==> src/hdl/rfca_pkg.sv <==
package rfca_pkg;

    // Frame limits.
    localparam int MAX_FRAME = 64;
    localparam int HEAD_LEN  = 4;
    localparam int CNT_W     = $clog2(MAX_FRAME + 1);
    localparam int HEAD_W    = $clog2(HEAD_LEN);

    // Addresses and frame types.
    localparam logic [7:0] BROADCAST_ADDR = 8'hFF;
    localparam logic [7:0] NODE_ADDR_RST  = 8'hF3;
    localparam logic [7:0] TYPE_DATA      = 8'h44;
    localparam logic [7:0] TYPE_ACK       = 8'h41;

    // Configuration port widths.
    localparam int CFG_IDX_W  = 2;
    localparam int CFG_DATA_W = 8;

    // Verdict codes given with the result item.
    typedef enum logic [2:0] {
        V_NOT_ADDRESSED = 3'd0,
        V_DATA_OK       = 3'd1,
        V_BAD_CHECKSUM  = 3'd2,
        V_ACK_MATCHED   = 3'd3,
        V_IGNORED       = 3'd4,
        V_SHORT         = 3'd5,
        V_TOO_LONG      = 3'd6
    } t_verdict;

    // Configuration register indexes.
    typedef enum logic [CFG_IDX_W-1:0] {
        CFG_OWN_ADDR          = 2'd0,
        CFG_ACK_WAIT_MODE     = 2'd1,
        CFG_EXPECTED_PEER     = 2'd2,
        CFG_EXPECTED_CHECKSUM = 2'd3
    } t_cfg_idx;

    // Current configuration, as seen by the frame checker.
    typedef struct packed {
        logic [7:0] own_addr;
        logic       ack_wait_mode;
        logic [7:0] expected_peer;
        logic [7:0] expected_checksum;
    } t_cfg;

endpackage

==> src/hdl/rfca_if.sv <==
// Received byte channel.
interface rfca_rx_if;
    logic       valid;
    logic       ready;
    logic [7:0] rx_byte;
    logic       last_byte;

    modport source (output valid, output rx_byte, output last_byte, input ready);
    modport sink   (input valid, input rx_byte, input last_byte, output ready);
endinterface

// Verdict channel, one item per frame.
interface rfca_res_if;
    logic       valid;
    logic       ready;
    logic [2:0] verdict;
    logic [7:0] ack_to;
    logic [7:0] ack_from;
    logic [7:0] ack_check;

    modport source (output valid, output verdict, output ack_to, output ack_from,
                    output ack_check, input ready);
    modport sink   (input valid, input verdict, input ack_to, input ack_from,
                    input ack_check, output ready);
endinterface

// Configuration write channel.
interface rfca_cfg_if;
    logic                             valid;
    logic                             ready;
    logic [rfca_pkg::CFG_IDX_W-1:0]   index;
    logic [rfca_pkg::CFG_DATA_W-1:0]  data;

    modport source (output valid, output index, output data, input ready);
    modport sink   (input valid, input index, input data, output ready);
endinterface

==> src/hdl/rf_frame_check_and_ack.sv <==
// Radio frame checker. Bytes of a received frame enter one per cycle on i_rx,
// the final byte marked by last_byte, and each frame gives exactly one verdict
// item on o_res, registered in the cycle after its final byte is taken. The
// block keeps a byte counter, the first four bytes and a running XOR from
// byte 2 on, so a new frame may start right after the final byte of the
// previous one. The input stalls only while a verdict sits in the output
// register and the downstream side is not ready. Frames longer than MAX_FRAME
// bytes are reported as too long, frames under four bytes as short. The ack
// fields are zero unless the verdict is data ok. Configuration is written
// through i_cfg and must only change between frames.
module rf_frame_check_and_ack (
    input  logic       i_clk,
    input  logic       i_rst_n,
    rfca_rx_if.sink    i_rx,
    rfca_res_if.source o_res,
    rfca_cfg_if.sink   i_cfg
);
    import rfca_pkg::*;

    t_cfg cfg;

    // Frame state.
    logic [CNT_W-1:0] r_byte_count, n_byte_count;
    logic [7:0]       r_running_xor, n_running_xor;
    logic             r_overflow, n_overflow;
    logic [7:0]       r_head [HEAD_LEN];

    // Output register.
    logic       r_out_valid;
    t_verdict   r_verdict, n_verdict;
    logic [7:0] r_ack_to, n_ack_to;
    logic [7:0] r_ack_from, n_ack_from;
    logic [7:0] r_ack_check, n_ack_check;

    logic       rx_take;
    logic [7:0] head0, head1, head2, head3;
    logic       at_limit;
    logic       addressed;

    rfca_cfg_regs u_cfg (
        .i_clk   (i_clk),
        .i_rst_n (i_rst_n),
        .i_cfg   (i_cfg),
        .o_cfg   (cfg)
    );

    // Accept a byte unless a verdict is held and the downstream side is not ready.
    assign i_rx.ready = !r_out_valid || o_res.ready;
    assign rx_take    = i_rx.valid && i_rx.ready;

    // Head bytes as they stand once the current byte is stored.
    assign head0 = (r_byte_count == CNT_W'(0)) ? i_rx.rx_byte : r_head[0];
    assign head1 = (r_byte_count == CNT_W'(1)) ? i_rx.rx_byte : r_head[1];
    assign head2 = (r_byte_count == CNT_W'(2)) ? i_rx.rx_byte : r_head[2];
    assign head3 = (r_byte_count == CNT_W'(3)) ? i_rx.rx_byte : r_head[3];

    assign at_limit  = r_byte_count >= CNT_W'(MAX_FRAME);
    assign addressed = (head0 == cfg.own_addr) || (head0 == BROADCAST_ADDR);

    // Next frame state: count saturates, XOR starts at byte 2.
    always_comb begin
        n_byte_count  = at_limit ? r_byte_count : r_byte_count + CNT_W'(1);
        n_running_xor = (r_byte_count >= CNT_W'(2)) ? (r_running_xor ^ i_rx.rx_byte)
                                                     : r_running_xor;
        n_overflow    = r_overflow || at_limit;
    end

    // Verdict for a frame ending with the current byte.
    always_comb begin
        n_verdict   = V_IGNORED;
        n_ack_to    = 8'h00;
        n_ack_from  = 8'h00;
        n_ack_check = 8'h00;
        if (n_overflow) begin
            n_verdict = V_TOO_LONG;
        end else if (r_byte_count < CNT_W'(HEAD_LEN - 1)) begin
            n_verdict = V_SHORT;
        end else if (!addressed) begin
            n_verdict = V_NOT_ADDRESSED;
        end else if (!cfg.ack_wait_mode) begin
            if (head1 != TYPE_DATA) begin
                n_verdict = V_IGNORED;
            end else if (i_rx.rx_byte == r_running_xor) begin
                n_verdict   = V_DATA_OK;
                n_ack_to    = head2;
                n_ack_from  = head0;
                n_ack_check = i_rx.rx_byte;
            end else begin
                n_verdict = V_BAD_CHECKSUM;
            end
        end else begin
            if (head1 != TYPE_ACK || head2 != cfg.expected_peer) begin
                n_verdict = V_IGNORED;
            end else if (head3 == cfg.expected_checksum) begin
                n_verdict = V_ACK_MATCHED;
            end else begin
                n_verdict = V_BAD_CHECKSUM;
            end
        end
    end

    // Frame state registers; everything returns to zero after the final byte.
    always_ff @(posedge i_clk) begin
        if (!i_rst_n) begin
            r_byte_count  <= '0;
            r_running_xor <= 8'h00;
            r_overflow    <= 1'b0;
        end else if (rx_take) begin
            if (i_rx.last_byte) begin
                r_byte_count  <= '0;
                r_running_xor <= 8'h00;
                r_overflow    <= 1'b0;
            end else begin
                r_byte_count  <= n_byte_count;
                r_running_xor <= n_running_xor;
                r_overflow    <= n_overflow;
            end
        end
    end

    // Head byte store; entries are always written before a verdict reads them.
    always_ff @(posedge i_clk) begin
        if (rx_take && r_byte_count < CNT_W'(HEAD_LEN)) begin
            r_head[r_byte_count[HEAD_W-1:0]] <= i_rx.rx_byte;
        end
    end

    // Output register control.
    always_ff @(posedge i_clk) begin
        if (!i_rst_n) begin
            r_out_valid <= 1'b0;
        end else if (rx_take && i_rx.last_byte) begin
            r_out_valid <= 1'b1;
        end else if (o_res.ready) begin
            r_out_valid <= 1'b0;
        end
    end

    // Output register payload.
    always_ff @(posedge i_clk) begin
        if (rx_take && i_rx.last_byte) begin
            r_verdict   <= n_verdict;
            r_ack_to    <= n_ack_to;
            r_ack_from  <= n_ack_from;
            r_ack_check <= n_ack_check;
        end
    end

    assign o_res.valid     = r_out_valid;
    assign o_res.verdict   = r_verdict;
    assign o_res.ack_to    = r_ack_to;
    assign o_res.ack_from  = r_ack_from;
    assign o_res.ack_check = r_ack_check;

    // A final byte always produces a verdict in the next cycle.
    a_last_gives_result: assert property (@(posedge i_clk) disable iff (!i_rst_n)
        (rx_take && i_rx.last_byte) |=> r_out_valid)
        else $error("final byte did not produce a verdict");

    // Ack fields are zero unless the frame was accepted as data.
    a_ack_fields_zero: assert property (@(posedge i_clk) disable iff (!i_rst_n)
        (r_out_valid && r_verdict != V_DATA_OK) |->
        (r_ack_to == 8'h00 && r_ack_from == 8'h00 && r_ack_check == 8'h00))
        else $error("ack fields set on a verdict other than data ok");

    // The byte counter saturates at the frame limit.
    a_count_bound: assert property (@(posedge i_clk) disable iff (!i_rst_n)
        r_byte_count <= CNT_W'(MAX_FRAME))
        else $error("byte counter ran past the frame limit");

    // A held verdict blocks new bytes.
    a_stall_holds_input: assert property (@(posedge i_clk) disable iff (!i_rst_n)
        (r_out_valid && !o_res.ready) |-> !i_rx.ready)
        else $error("input accepted while the verdict was stalled");

endmodule

==> src/hdl/rfca_cfg_regs.sv <==
module rfca_cfg_regs (
    input  logic          i_clk,
    input  logic          i_rst_n,
    rfca_cfg_if.sink      i_cfg,
    output rfca_pkg::t_cfg o_cfg
);
    import rfca_pkg::*;

    t_cfg r_cfg;
    t_cfg n_cfg;

    // Writes are always taken.
    assign i_cfg.ready = 1'b1;

    // Decode the register index; data is truncated to the register width.
    always_comb begin
        n_cfg = r_cfg;
        if (i_cfg.valid) begin
            unique case (t_cfg_idx'(i_cfg.index))
                CFG_OWN_ADDR:          n_cfg.own_addr          = i_cfg.data;
                CFG_ACK_WAIT_MODE:     n_cfg.ack_wait_mode     = i_cfg.data[0];
                CFG_EXPECTED_PEER:     n_cfg.expected_peer     = i_cfg.data;
                CFG_EXPECTED_CHECKSUM: n_cfg.expected_checksum = i_cfg.data;
                default:               n_cfg = r_cfg;
            endcase
        end
    end

    always_ff @(posedge i_clk) begin
        if (!i_rst_n) begin
            r_cfg.own_addr          <= NODE_ADDR_RST;
            r_cfg.ack_wait_mode     <= 1'b0;
            r_cfg.expected_peer     <= 8'h00;
            r_cfg.expected_checksum <= 8'h00;
        end else begin
            r_cfg <= n_cfg;
        end
    end

    assign o_cfg = r_cfg;

endmodule
==> src/flat_wrapper.sv <==
// flat-port wrapper written by rule: the top's interface ports become plain ports
module rf_frame_check_and_ack_flat import rfca_pkg::*;
  (i_clk, i_rst_n, i_rx_valid, i_rx_rx_byte, i_rx_last_byte, i_rx_ready, o_res_valid, o_res_verdict, o_res_ack_to, o_res_ack_from, o_res_ack_check, o_res_ready, i_cfg_valid, i_cfg_index, i_cfg_data, i_cfg_ready);
  rfca_rx_if i_rx_i ();
  rfca_res_if o_res_i ();
  rfca_cfg_if i_cfg_i ();
  input  logic i_clk;
  input  logic i_rst_n;
  input wire logic [$bits(i_rx_i.valid)-1:0] i_rx_valid;
  input wire logic [$bits(i_rx_i.rx_byte)-1:0] i_rx_rx_byte;
  input wire logic [$bits(i_rx_i.last_byte)-1:0] i_rx_last_byte;
  output wire logic [$bits(i_rx_i.ready)-1:0] i_rx_ready;
  output wire logic [$bits(o_res_i.valid)-1:0] o_res_valid;
  output wire logic [$bits(o_res_i.verdict)-1:0] o_res_verdict;
  output wire logic [$bits(o_res_i.ack_to)-1:0] o_res_ack_to;
  output wire logic [$bits(o_res_i.ack_from)-1:0] o_res_ack_from;
  output wire logic [$bits(o_res_i.ack_check)-1:0] o_res_ack_check;
  input wire logic [$bits(o_res_i.ready)-1:0] o_res_ready;
  input wire logic [$bits(i_cfg_i.valid)-1:0] i_cfg_valid;
  input wire logic [$bits(i_cfg_i.index)-1:0] i_cfg_index;
  input wire logic [$bits(i_cfg_i.data)-1:0] i_cfg_data;
  output wire logic [$bits(i_cfg_i.ready)-1:0] i_cfg_ready;
  assign i_rx_i.valid = i_rx_valid;
  assign i_rx_i.rx_byte = i_rx_rx_byte;
  assign i_rx_i.last_byte = i_rx_last_byte;
  assign i_rx_ready = i_rx_i.ready;
  assign o_res_valid = o_res_i.valid;
  assign o_res_verdict = o_res_i.verdict;
  assign o_res_ack_to = o_res_i.ack_to;
  assign o_res_ack_from = o_res_i.ack_from;
  assign o_res_ack_check = o_res_i.ack_check;
  assign o_res_i.ready = o_res_ready;
  assign i_cfg_i.valid = i_cfg_valid;
  assign i_cfg_i.index = i_cfg_index;
  assign i_cfg_i.data = i_cfg_data;
  assign i_cfg_ready = i_cfg_i.ready;
  rf_frame_check_and_ack u_core (.i_clk(i_clk), .i_rst_n(i_rst_n), .i_rx(i_rx_i), .o_res(o_res_i), .i_cfg(i_cfg_i));
endmodule
==> config.mk <==
export PLATFORM = sky130hd
export DESIGN_NAME = rf_frame_check_and_ack_flat
export DESIGN_NICKNAME = d
export VERILOG_FILES = /design/src/hdl/rfca_pkg.sv /design/src/hdl/rfca_if.sv /design/src/hdl/rf_frame_check_and_ack.sv /design/src/hdl/rfca_cfg_regs.sv /design/src/flat_wrapper.sv
export SDC_FILE = /design/constraint.sdc
export NUM_CORES = 1
export LEC_CHECK = 0
export BUFFER_PORTS_ARGS = -buffer_cell sky130_fd_sc_hd__buf_2
export CORE_ASPECT_RATIO = 1.1
export CORE_MARGIN = 4
export CORE_UTILIZATION = 42
export DETAILED_ROUTE_END_ITERATION = 12
export HOLD_SLACK_MARGIN = 0.15
export PLACE_DENSITY_LB_ADDON = 0.2
export RECOVER_POWER = 50
export SETUP_SLACK_MARGIN = 0.3
export SYNTH_ARGS = -nofsm -noshare
export SYNTH_HDL_FRONTEND = slang
export SYNTH_SLANG_ARGS = --single-unit
==> constraint.sdc <==
create_clock -name i_clk -period 4 [get_ports i_clk]
set_clock_uncertainty 0.1 [all_clocks]
set_input_delay 0.4 -clock i_clk [delete_from_list [all_inputs] [get_ports i_clk]]
set_output_delay 0.4 -clock i_clk [all_outputs]
set_load 0.05 [all_outputs]
# ---- After elaboration in Yosys (flattened, before gate mapping)
# Memories as Yosys holds them, arrays and structs flattened.
# Index checks and enable logic that the tools add are counted.
dict set report op_classes {
  eq_ne 14
  n_bitwise 3
  n_reduce_logical 20
  n_addsub 1
  magnitude_cmp 4
  mux 20
}
# op count
set ops {}
lappend ops {{2-to-1 mux 8 bit} 6}
lappend ops {{== test 8 bit} 3}
lappend ops {{inequality test 8 x 7 -> 1 bit (second input constant)} 2}
lappend ops {{== test 7 x 2 -> 1 bit (second input constant)} 2}
lappend ops {{2-to-1 mux 7 bit} 2}
lappend ops {{2-to-1 mux 3 bit} 4}
lappend ops {{AND reduction 2 bit} 6}
lappend ops {{== test 8 bit (second input constant)} 1}
lappend ops {{inequality test 8 bit} 1}
lappend ops {{XOR 8 bit} 1}
lappend ops {{adder 7 x 1 -> 7 bit (second input constant)} 1}
lappend ops {{== test 7 x 1 -> 1 bit (second input constant)} 1}
lappend ops {{greater-or-equal comparator 7 x 2 -> 1 bit (second input constant)} 1}
lappend ops {{greater-or-equal comparator 7 bit (second input constant)} 1}
lappend ops {{zero test 7 bit} 1}
lappend ops {{less-than comparator 7 x 2 -> 1 bit (second input constant)} 1}
lappend ops {{less-than comparator 7 x 3 -> 1 bit (second input constant)} 1}
lappend ops {{2-to-1 mux 1 bit} 6}
lappend ops {{OR reduction 6 bit} 1}
lappend ops {{== test 2 bit (second input constant)} 2}
lappend ops {{logical OR 1 bit} 4}
lappend ops {{2-to-1 mux 2 bit} 2}
lappend ops {{nonzero test 2 bit} 2}
lappend ops {{logical AND 1 bit} 3}
lappend ops {{other kinds (6)} 7}
dict set report totals {
  output_inout_bits 30
  regBits 69
  n_memories 1
  ram_bits 32
  elab_cells 76
  input_bits 24
}
# memory depth word_bits rd rd_clocked_by_memory_dff write_ports line
set memory_table {}
lappend memory_table {u_core.r_head 4 8 4 0 1 rf_frame_check_and_ack.sv:26} ;# logic [7:0] r_head [HEAD_LEN];

# ---- Longest topological paths before layout
# Gate-level depths: netlist (run 1).
dict set report depth {
  word_depth 8
  mapped_depth 11
  mapped_depth_nobuf 9
}

# ---- By module
# A second synthesis (run 1) with hierarchy kept.
dict set report unflattened {
  cells_unflattened 455
  area_unflattened_um2 4890.9
}
# module cells_each area_each_um2 instances seq_area_each_um2
set modules_own_cells {}
lappend modules_own_cells {rf_frame_check_and_ack 352 3847.4 1 2112.0}
lappend modules_own_cells {rfca_cfg_regs 103 1043.5 1 500.5}

# ---- Worst setup path before layout (run 1)
# OpenSTA, ideal clock, no wires.
dict set report synth_timing {
  kind {register to register}
  start {reg u_core.r_byte_count[0]}
  end {reg u_core.r_ack_from[1] (netlist: u_core.o_res.ack_from[1]), data pin}
  path_slack_ps 1126
  required_ps 3761
  synth_period_minus_slack_ps 2874
  setup_ps 139
  t_arrival_ps 2635
  n_path_buf 2
  stages_incl_launch_ff 12
  cell_sequence {dfxtp_1 > inv_1 > ha_1 > nor3b_1 > nand2_1 > mux2i_1 > o221ai_1 > o41a_1 > or3_1 > clkbuf_1 > buf_2 > nor2_1}
}
dict set report synth_via {
  elab_chain_cells 6
  elab_cells_between_ends 13
  classes_between {order compare: 2; eq/ne: 4; mux: 2; bitwise: 1; reduce/logical: 4}
}
# element line
set synth_rtl {}
lappend synth_rtl {{start: declaration} rf_frame_check_and_ack.sv:23} ;# logic [CNT_W-1:0] r_byte_count, n_byte_count;
lappend synth_rtl {{start signal: assignment} rf_frame_check_and_ack.sv:114} ;# r_byte_count <= n_byte_count;
lappend synth_rtl {{zero test 7 bit} rf_frame_check_and_ack.sv:52} ;# assign head0 = (r_byte_count == CNT_W'(0)) ? i_rx.rx_byte : r_head[0];
lappend synth_rtl {{2-to-1 mux 8 bit} rf_frame_check_and_ack.sv:52}
lappend synth_rtl {{== test 8 bit} rf_frame_check_and_ack.sv:58} ;# assign addressed = (head0 == cfg.own_addr) || (head0 == BROADCAST_ADDR);
lappend synth_rtl {{logical OR 1 bit} rf_frame_check_and_ack.sv:58}
lappend synth_rtl {{NOT 1 bit (no source line)} n/a}
lappend synth_rtl {{OR reduction 6 bit (no source line)} n/a}
lappend synth_rtl {{end signal: assignment} rf_frame_check_and_ack.sv:144} ;# r_ack_from <= n_ack_from;
lappend synth_rtl {{end: declaration} rf_frame_check_and_ack.sv:32} ;# logic [7:0] r_ack_from, n_ack_from;
# Several ways; a longest one is shown, not always the timed one.
# A chain may end at the register's enable or synchronous reset.

# ---- Worst setup path after layout (run 1)
dict set report layout_timing {
  start {reg u_core.r_byte_count[1]}
  end {reg u_core.r_ack_from[7] (netlist: u_core.o_res.ack_from[7]), data pin}
}
# The elaborated chain is that of the path after synthesis.

==> results.json, run 1 <==
{
  "max_slew.worst_pin.slew_ns": 1.10,
  "detailed_place_hpwl_um": 8620,
  "placedCellCount": 641,
  "drt-total-wl_um": 11900,
  "ys_top_cells_by_count": "sky130_fd_sc_hd__edfxtp_1 (59), sky130_fd_sc_hd__nor2_1 (51), sky130_fd_sc_hd__dfxtp_1 (42)",
  "avgSynthCellArea_um2": 10.4,
  "holdWs_ns": 0.208,
  "postPlaceCellArea_um2": 5170,
  "floorplan.initialDensity_pct": 43.5,
  "dr_wl_met2_um": 5640,
  "finalWeightedCongestion": 0.944,
  "synthMostInstantiatedCell": "sky130_fd_sc_hd__edfxtp_1",
  "cell_area_after_synthesis_um2": 4810,
  "post-route-cell-area_um2": 5410,
  "min_to": "u_core.u_cfg.o_cfg[22]$_SDFFE_PN1P_",
  "die_height_um": 120,
  "max_cap_violations": 0,
  "worstReg2RegStart": "u_core.r_byte_count[1]$_SDFFE_PN0P_",
  "areaGrowthSynthToFinish_pct": 12.3,
  "root_buffer": "sky130_fd_sc_hd__clkbuf_16",
  "r2r_setup_slack_ns": 0.66,
  "synth_cell_type_count": 53,
  "cts_inserted_buffers": 9,
  "crit_type": "reg -> reg",
  "synth_enable_flop_cells": 59,
  "drt_iter0_drc": 252,
  "slew_violations": 0,
  "number_of_instances_in_the_synthesized_netlist": 464,
  "synth.top_cells.by_area": "sky130_fd_sc_hd__edfxtp_1 (37%), sky130_fd_sc_hd__dfxtp_1 (17%), sky130_fd_sc_hd__mux2i_1 (6.2%)",
  "fmax_mhz": 299,
  "grt_max_degree": 37,
  "grt_first_pass_wirelength_um": 18900,
  "rsz_0062_raised_after_global_routing": "false",
  "synth-seq-area-share_pct": 54.3,
  "postCtsSetupBuffers": 0,
  "drive_gt1_share_pct": 8.82,
  "report.final.hold_viol_count": 0,
  "rows": 40,
  "fin_ws_ns": 0.659,
  "track_usage_pct": 18.8,
  "place_worst_setup_slack_ns": 0.643,
  "critical_path_endpoint_category": "register",
  "timing.rr.end": "u_core.o_res.ack_from[7]$_SDFFCE_PP0P_",
  "clock-sinks": 101,
  "numPortBuffers": 52,
  "yosysTopAreaCellShare_pct": 36.8,
  "grt_remaining_overflow": 0,
  "number_of_antenna_violations_at_the_first_check_in_global_routing": 0,
  "nNetsFinal": 533,
  "fp.coreArea_um2": 11100,
  "async_flop_share_pct": 0,
  "max_slew_headroom_pct": 26.9,
  "htree_num_levels": 3,
  "detail_route.first_pass.iterations": 5,
  "clk_transition_reported_paths_ns": 0.07,
  "power_density_nw_per_um2": 414,
  "critical_path.startpoint_type": "register",
  "hold_removal_path_class": "in -> reg",
  "vias": 3642,
  "ant_nets": 0,
  "wirelength_met1_um": 5180,
  "die_area_um2": 13200,
  "outcome": "finished clean",
  "synth_warnings": 0,
  "boundaryPins": 54,
  "post_layout_minimum_cycle_time_ns": 3.34,
  "die_x_um": 110,
  "min_period_over_period_pct": 83.5,
  "whs_path_depth": 3,
  "peak_supply_drop_v": 0.000191,
  "report.final.setup_viol": 0,
  "later_pin_clock_latency_in_the_skew_report_ns": 0.35,
  "avgViaCountPerCell": 5.54,
  "timing.critical_path.required_ns": 4.09,
  "postSynthRegisterBits": 101,
  "worst_ep_arrival_time_ns": 3.43,
  "top_layer_used": "met4",
  "timing.hold.worst.start": "i_cfg_data[5]",
  "total_nets_after_synthesis": 492,
  "fin_setup_tns_ns": 0,
  "dominant_register_cell_in_the_synthesized_netlist": "sky130_fd_sc_hd__edfxtp_1",
  "worstRegToRegCells": 9,
  "diodes": 0,
  "drc": 0,
  "clock_tree_from_tritoncts": "yes",
  "stdcell_count": 657,
  "critPathMaxFanout": 24,
  "netlist.top_cell.by_area": "sky130_fd_sc_hd__edfxtp_1",
  "leakage_nw": 2.05,
  "wl_per_cell_um": 18.1,
  "dr_wl_met3_um": 746,
  "grt_pass1_vias": 3455,
  "cts_buffer_depth": 2
}
## worst max-delay path by stage
stage	from	to	slack, ns	cells after the start
after floorplan	u_core.r_byte_count[0]$_SDFFE_PN0P_	u_core.o_res.ack_from[1]$_SDFFCE_PP0P_	1.13	11
after detailed placement	u_core.r_byte_count[0]$_SDFFE_PN0P_	u_core.o_res.ack_from[7]$_SDFFCE_PP0P_	0.64	9
final	u_core.r_byte_count[1]$_SDFFE_PN0P_	u_core.o_res.ack_from[7]$_SDFFCE_PP0P_	0.66	9
after global placement	u_core.r_byte_count[0]$_SDFFE_PN0P_	u_core.o_res.ack_from[7]$_SDFFCE_PP0P_	0.72	9
after CTS	u_core.r_byte_count[0]$_SDFFE_PN0P_	u_core.o_res.ack_from[7]$_SDFFCE_PP0P_	0.58	9
after global routing	u_core.r_byte_count[1]$_SDFFE_PN0P_	u_core.o_res.ack_from[7]$_SDFFCE_PP0P_	0.34	9
## repair_timing
item,in CTS,in global routing
setup endpoints to repair,0,24
hold buffers,0,0
gates resized for setup,0,2
## layout make-up
cell class	instances	area (µm²)
Sequential cell	101	2610
Timing Repair Buffer	56	236
Tap cell	147	184
Clock inverter	6	40.0
Inverter	24	90.1
Multi-Input combinational cell	313	1990
Clock buffer	10	250
Fill cell	1036	5650
## worst max-delay path: stages (launching register included)
cell and delay, ns:
sky130_fd_sc_hd__dfxtp_1 0.35, sky130_fd_sc_hd__inv_1 0.14, sky130_fd_sc_hd__ha_1 0.18, sky130_fd_sc_hd__nor3b_1 0.31, sky130_fd_sc_hd__nand2_2 0.23, sky130_fd_sc_hd__nor4_1 0.36, sky130_fd_sc_hd__o2bb2ai_1 0.12, sky130_fd_sc_hd__o41a_1 0.46
sky130_fd_sc_hd__or3_2 0.73, sky130_fd_sc_hd__a21oi_1 0.22
## report_power, final
group,internal [mW],switching [mW]
combinational,0.0696,0.157
clock,0.463,0.386
sequential,1.13,0.0268
## layer usage
| layer | track usage [%] | vias up |
|---|---|---|
| met3 | 3.68 | 22 |
| met1 | 26.2 | 1740 |
| met2 | 28.7 | 136 |
| met4 | 7.17 | 0 |
| li1 | - | 1744 |
| met5 | 0 | - |
## state kept, by name, summed over array words and instances, names as in the netlist
signal                  cells
u_core.r_running_xor        8
u_core.u_cfg.o_cfg         25
u_core.o_res.valid          1
u_core.r_overflow           1
u_core.o_res.verdict        3
u_core.o_res.ack_check      8
u_core.o_res.ack_from       8
u_core.r_head              32
u_core.o_res.ack_to         8
u_core.r_byte_count         7
## logic make-up after synthesis
logic type      Yosys count  share of synthesized area (%)
simple gates            183                           20.0
mux                      30                           6.24
compound gates           72                           9.80
fa+ha+maj                 4                           1.04
buf+inv                  50                           4.39
other cells               1                         0.0779
xor+xnor                 23                           4.19
flops                   101                           54.3
## stage by stage
stage / util (%) / total power, mW
after floorplan: - / 1.34
after global placement: 46.7 / 1.41
after detailed placement: 46.7 / 1.41
after CTS: 49.3 / 2.26
after global routing: 48.9 / 2.33
final: 48.9 / 2.24
## cell usage in the layout, fill, tap and decap left out, types with 3 or more instances in the layout
cell,instances
sky130_fd_sc_hd__a21boi_0,11
sky130_fd_sc_hd__a21oi_1,16
sky130_fd_sc_hd__and3_1,6
sky130_fd_sc_hd__buf_2,15
sky130_fd_sc_hd__clkbuf_1,39
sky130_fd_sc_hd__clkbuf_16,10
sky130_fd_sc_hd__dfxtp_1,42
sky130_fd_sc_hd__edfxtp_1,59
sky130_fd_sc_hd__ha_1,4
sky130_fd_sc_hd__inv_1,24
sky130_fd_sc_hd__mux2i_1,30
sky130_fd_sc_hd__nand2_1,30
sky130_fd_sc_hd__nand2b_1,7
sky130_fd_sc_hd__nand3_1,14
sky130_fd_sc_hd__nand4_1,6
sky130_fd_sc_hd__nor2_1,51
sky130_fd_sc_hd__nor2b_1,17
sky130_fd_sc_hd__nor3_1,12
sky130_fd_sc_hd__nor4_1,9
sky130_fd_sc_hd__o21ai_0,14
sky130_fd_sc_hd__o22ai_1,13
sky130_fd_sc_hd__or3_1,3
sky130_fd_sc_hd__or4_1,11
sky130_fd_sc_hd__xnor2_1,13
sky130_fd_sc_hd__xor2_1,10
Note: power is estimated with default switching activity, not from simulation.
==> run 2, diff against run 1 <==
==> constraint.sdc (replaced) <==
create_clock -name i_clk -period 3.2 [get_ports i_clk]
set_clock_uncertainty 0.1 [all_clocks]
set_input_delay 0.32 -clock i_clk [delete_from_list [all_inputs] [get_ports i_clk]]
set_output_delay 0.32 -clock i_clk [all_outputs]
set_load 0.05 [all_outputs]
==> run 2 against run 1 <==
- register-to-register slack worse by 0.32 ns
- sequential power up 25%
- maximum frequency rose by 17%
- die area unchanged
- cell area grew 7.3%
- hold slack got worse by 0.045 ns
- first-iteration DRC count grew 19%
- non-clock buffer count increased by 28
- clock power increased by 27%
- setup slack lost 0.32 ns
- sequential cell count unchanged
- routed wire length rose by 6.7%
- largest power group unchanged
==> results.json, run 2 (synthesized netlist as in run 1, its figures left out) <==
{
  "rows": 40,
  "critical_path_endpoint_category": "register",
  "timing.rr.end": "u_core.o_res.verdict[0]$_SDFFCE_PP0P_",
  "fmax_mhz": 349,
  "fp.coreArea_um2": 11100,
  "postPlaceCellArea_um2": 5280,
  "clock-sinks": 101,
  "crit_path_start": "u_core.r_byte_count[0]$_SDFFE_PN0P_",
  "worstReg2RegStart": "u_core.r_byte_count[0]$_SDFFE_PN0P_",
  "root_buffer": "sky130_fd_sc_hd__clkbuf_16",
  "largest_register_ffs": 32,
  "grt_remaining_overflow": 0,
  "nNetsFinal": 561,
  "whs_path_depth": 3,
  "critPathSlowestCell": "sky130_fd_sc_hd__or4b_4",
  "layout.cells.most_common_list": "sky130_fd_sc_hd__edfxtp_1 (59), sky130_fd_sc_hd__nor2_1 (49), sky130_fd_sc_hd__clkbuf_1 (45)",
  "critPathMaxFanout": 6,
  "post_layout_minimum_cycle_time_ns": 2.87,
  "htree_num_levels": 3,
  "cts_buffer_depth": 2,
  "crit_type": "reg -> reg",
  "worstRegToRegCells": 9,
  "drt_iter0_drc": 299,
  "outcome": "finished clean",
  "worst_ep_arrival_time_ns": 2.98,
  "rsz_0062_raised_after_global_routing": "true",
  "post-route-cell-area_um2": 5800,
  "peak_supply_drop_v": 0.000251,
  "drive_gt1_share_pct": 17.5,
  "grt_max_degree": 37,
  "final_common_cell": "sky130_fd_sc_hd__edfxtp_1",
  "wl_per_cell_um": 18.6,
  "timing.critical_path.required_ns": 3.31,
  "track_usage_pct": 19.5,
  "placedCellCount": 655,
  "clk_transition_reported_paths_ns": 0.07,
  "clock_tree_from_tritoncts": "yes",
  "endpoint": "u_core.o_res.verdict[0]$_SDFFCE_PP0P_",
  "critPathTopFamily": "simple AND/OR/NAND/NOR gates",
  "vias": 3805,
  "sequential_share_of_power_pct": 50.7,
  "die_height_um": 120,
  "max_slew_headroom_pct": 35.5,
  "max_cap_violations": 0,
  "diodes": 0,
  "r2r_setup_slack_ns": 0.33,
  "drt-total-wl_um": 12700,
  "numPortBuffers": 52,
  "holdWs_ns": 0.163,
  "timing.critical_path.depth": 9,
  "power.share.combinational_pct": 11.7,
  "number_of_antenna_violations_at_the_first_check_in_global_routing": 0,
  "leakage_nw": 2.20,
  "ant_nets": 0,
  "critical_path.startpoint_type": "register",
  "detailed_place_hpwl_um": 9080,
  "slew_violations": 0,
  "power_density_nw_per_um2": 493,
  "stdcell_count": 685,
  "drc": 0,
  "switchingPower_mw": 0.703,
  "ordered_list_of_cells_on_the_worst_path": "buf_6, or4b_4, or2_4, buf_4, a21oi_2, o22ai_1, or4_4, o311ai_2, and3_1",
  "boundaryPins": 54,
  "grt_first_pass_wirelength_um": 19400,
  "min_period_over_period_pct": 89.6,
  "worst_path_max_stage_delay_ns": 0.53,
  "power.share.clock_pct": 37.6,
  "die_area_um2": 13200,
  "report.final.hold_viol_count": 0,
  "later_pin_clock_latency_in_the_skew_report_ns": 0.34,
  "cellInternalPower_mw": 2.16,
  "p_sw_share_pct": 24.5,
  "hold_removal_path_class": "in -> reg",
  "grt_pass1_vias": 3484,
  "max_slew.worst_pin.slew_ns": 0.967,
  "filler_cell_count": 991,
  "areaGrowthSynthToFinish_pct": 20.6,
  "die_x_um": 110,
  "avgViaCountPerCell": 5.55,
  "floorplan.initialDensity_pct": 43.5,
  "finalWeightedCongestion": 0.932,
  "report.final.setup_viol": 0,
  "cts_inserted_buffers": 9,
  "path_buf_inv": 2,
  "detail_route.first_pass.iterations": 5,
  "fin_setup_tns_ns": 0
}
==> run 2: changes by cell type in the layout (fill, tap and decap cells not counted), moves of 3 or more <==
cell / delta
sky130_fd_sc_hd__a21oi_1: -7
sky130_fd_sc_hd__nor3_1: -3
sky130_fd_sc_hd__a21oi_2: +6
sky130_fd_sc_hd__dfxtp_2: +4
sky130_fd_sc_hd__dlygate4sd3_1: +3
sky130_fd_sc_hd__buf_4: +17
sky130_fd_sc_hd__nor4_2: +5
sky130_fd_sc_hd__nor4_1: -6
sky130_fd_sc_hd__clkbuf_1: +6
sky130_fd_sc_hd__dfxtp_1: -4
==> run 2: how the worst min path moves through the flow <==
| stage | start | to | slack, ns |
|---|---|---|---|
| 2_1_floorplan | i_rx_rx_byte[0] | u_core.r_head[0][0]$_DFFE_PP_ | 0.32 |
| 3_3_place_gp | u_core.r_running_xor[0]$_SDFFE_PN0P_ | u_core.r_running_xor[0]$_SDFFE_PN0P_ | 0.39 |
| 3_5_place_dp | u_core.r_overflow$_SDFFE_PN0P_ | u_core.r_overflow$_SDFFE_PN0P_ | 0.40 |
| 4_1_cts | i_cfg_data[4] | u_core.u_cfg.o_cfg[21]$_SDFFE_PN1P_ | 0.16 |
| 5_1_grt | i_cfg_data[4] | u_core.u_cfg.o_cfg[21]$_SDFFE_PN1P_ | 0.17 |
| 6_report | i_cfg_data[1] | u_core.u_cfg.o_cfg[18]$_SDFFE_PN1P_ | 0.16 |
==> run 2: power groups by stage <==
stage	registers, mW	logic [mW]	clock network (mW)
after floorplan	1.51	0.160	0
after global routing	1.45	0.362	1.16
after CTS	1.45	0.313	1.10
final	1.45	0.334	1.08
after global placement	1.48	0.299	0
after detailed placement	1.48	0.300	0
==> run 2: worst min-delay path: cells and delay by family <==
family	cells	cell delay [ns]
buf+inv	1	0.12
simple gates	2	0.13
==> run 2: cell type report <==
| class | instances | area, µm² | area share, % |
|---|---|---|---|
| sequential | 101 | 2620 | 45.1 |
| multi-input combinational | 313 | 2160 | 37.2 |
| timing repair buffer | 84 | 457 | 7.87 |
| clock buffer | 12 | 246 | 4.25 |
| tap | 147 | 184 | 3.17 |
| inverter | 24 | 93.8 | 1.62 |
| clock inverter | 4 | 46.3 | 0.798 |
==> run 2: per-layer routing <==
metal | share of wire [%] | global-route usage, %
met3 | 6.5 | 3.68
met2 | 46 | 29.7
met4 | 3.8 | 9.35
met1 | 44 | 26.5
met5 | 0 | 0
==> run 2: through the flow <==
step	power [mW]	util (%)	setup slack, ns
2_1_floorplan	1.67	-	0.326
6_report	2.86	52.5	0.334
3_5_place_dp	1.78	47.8	0.0882
3_3_place_gp	1.78	47.8	0.169
4_1_cts	2.86	51.3	0.290
5_1_grt	2.97	52.5	0.272
==> run 2: timing repair <==
item	CTS	global route
hold endpoints to repair	3	0
setup endpoints to repair	27	27
hold buffers	3	0
gates cloned	0	0
resized for setup	6	35
setup buffers	6	5
pin swaps	5	11
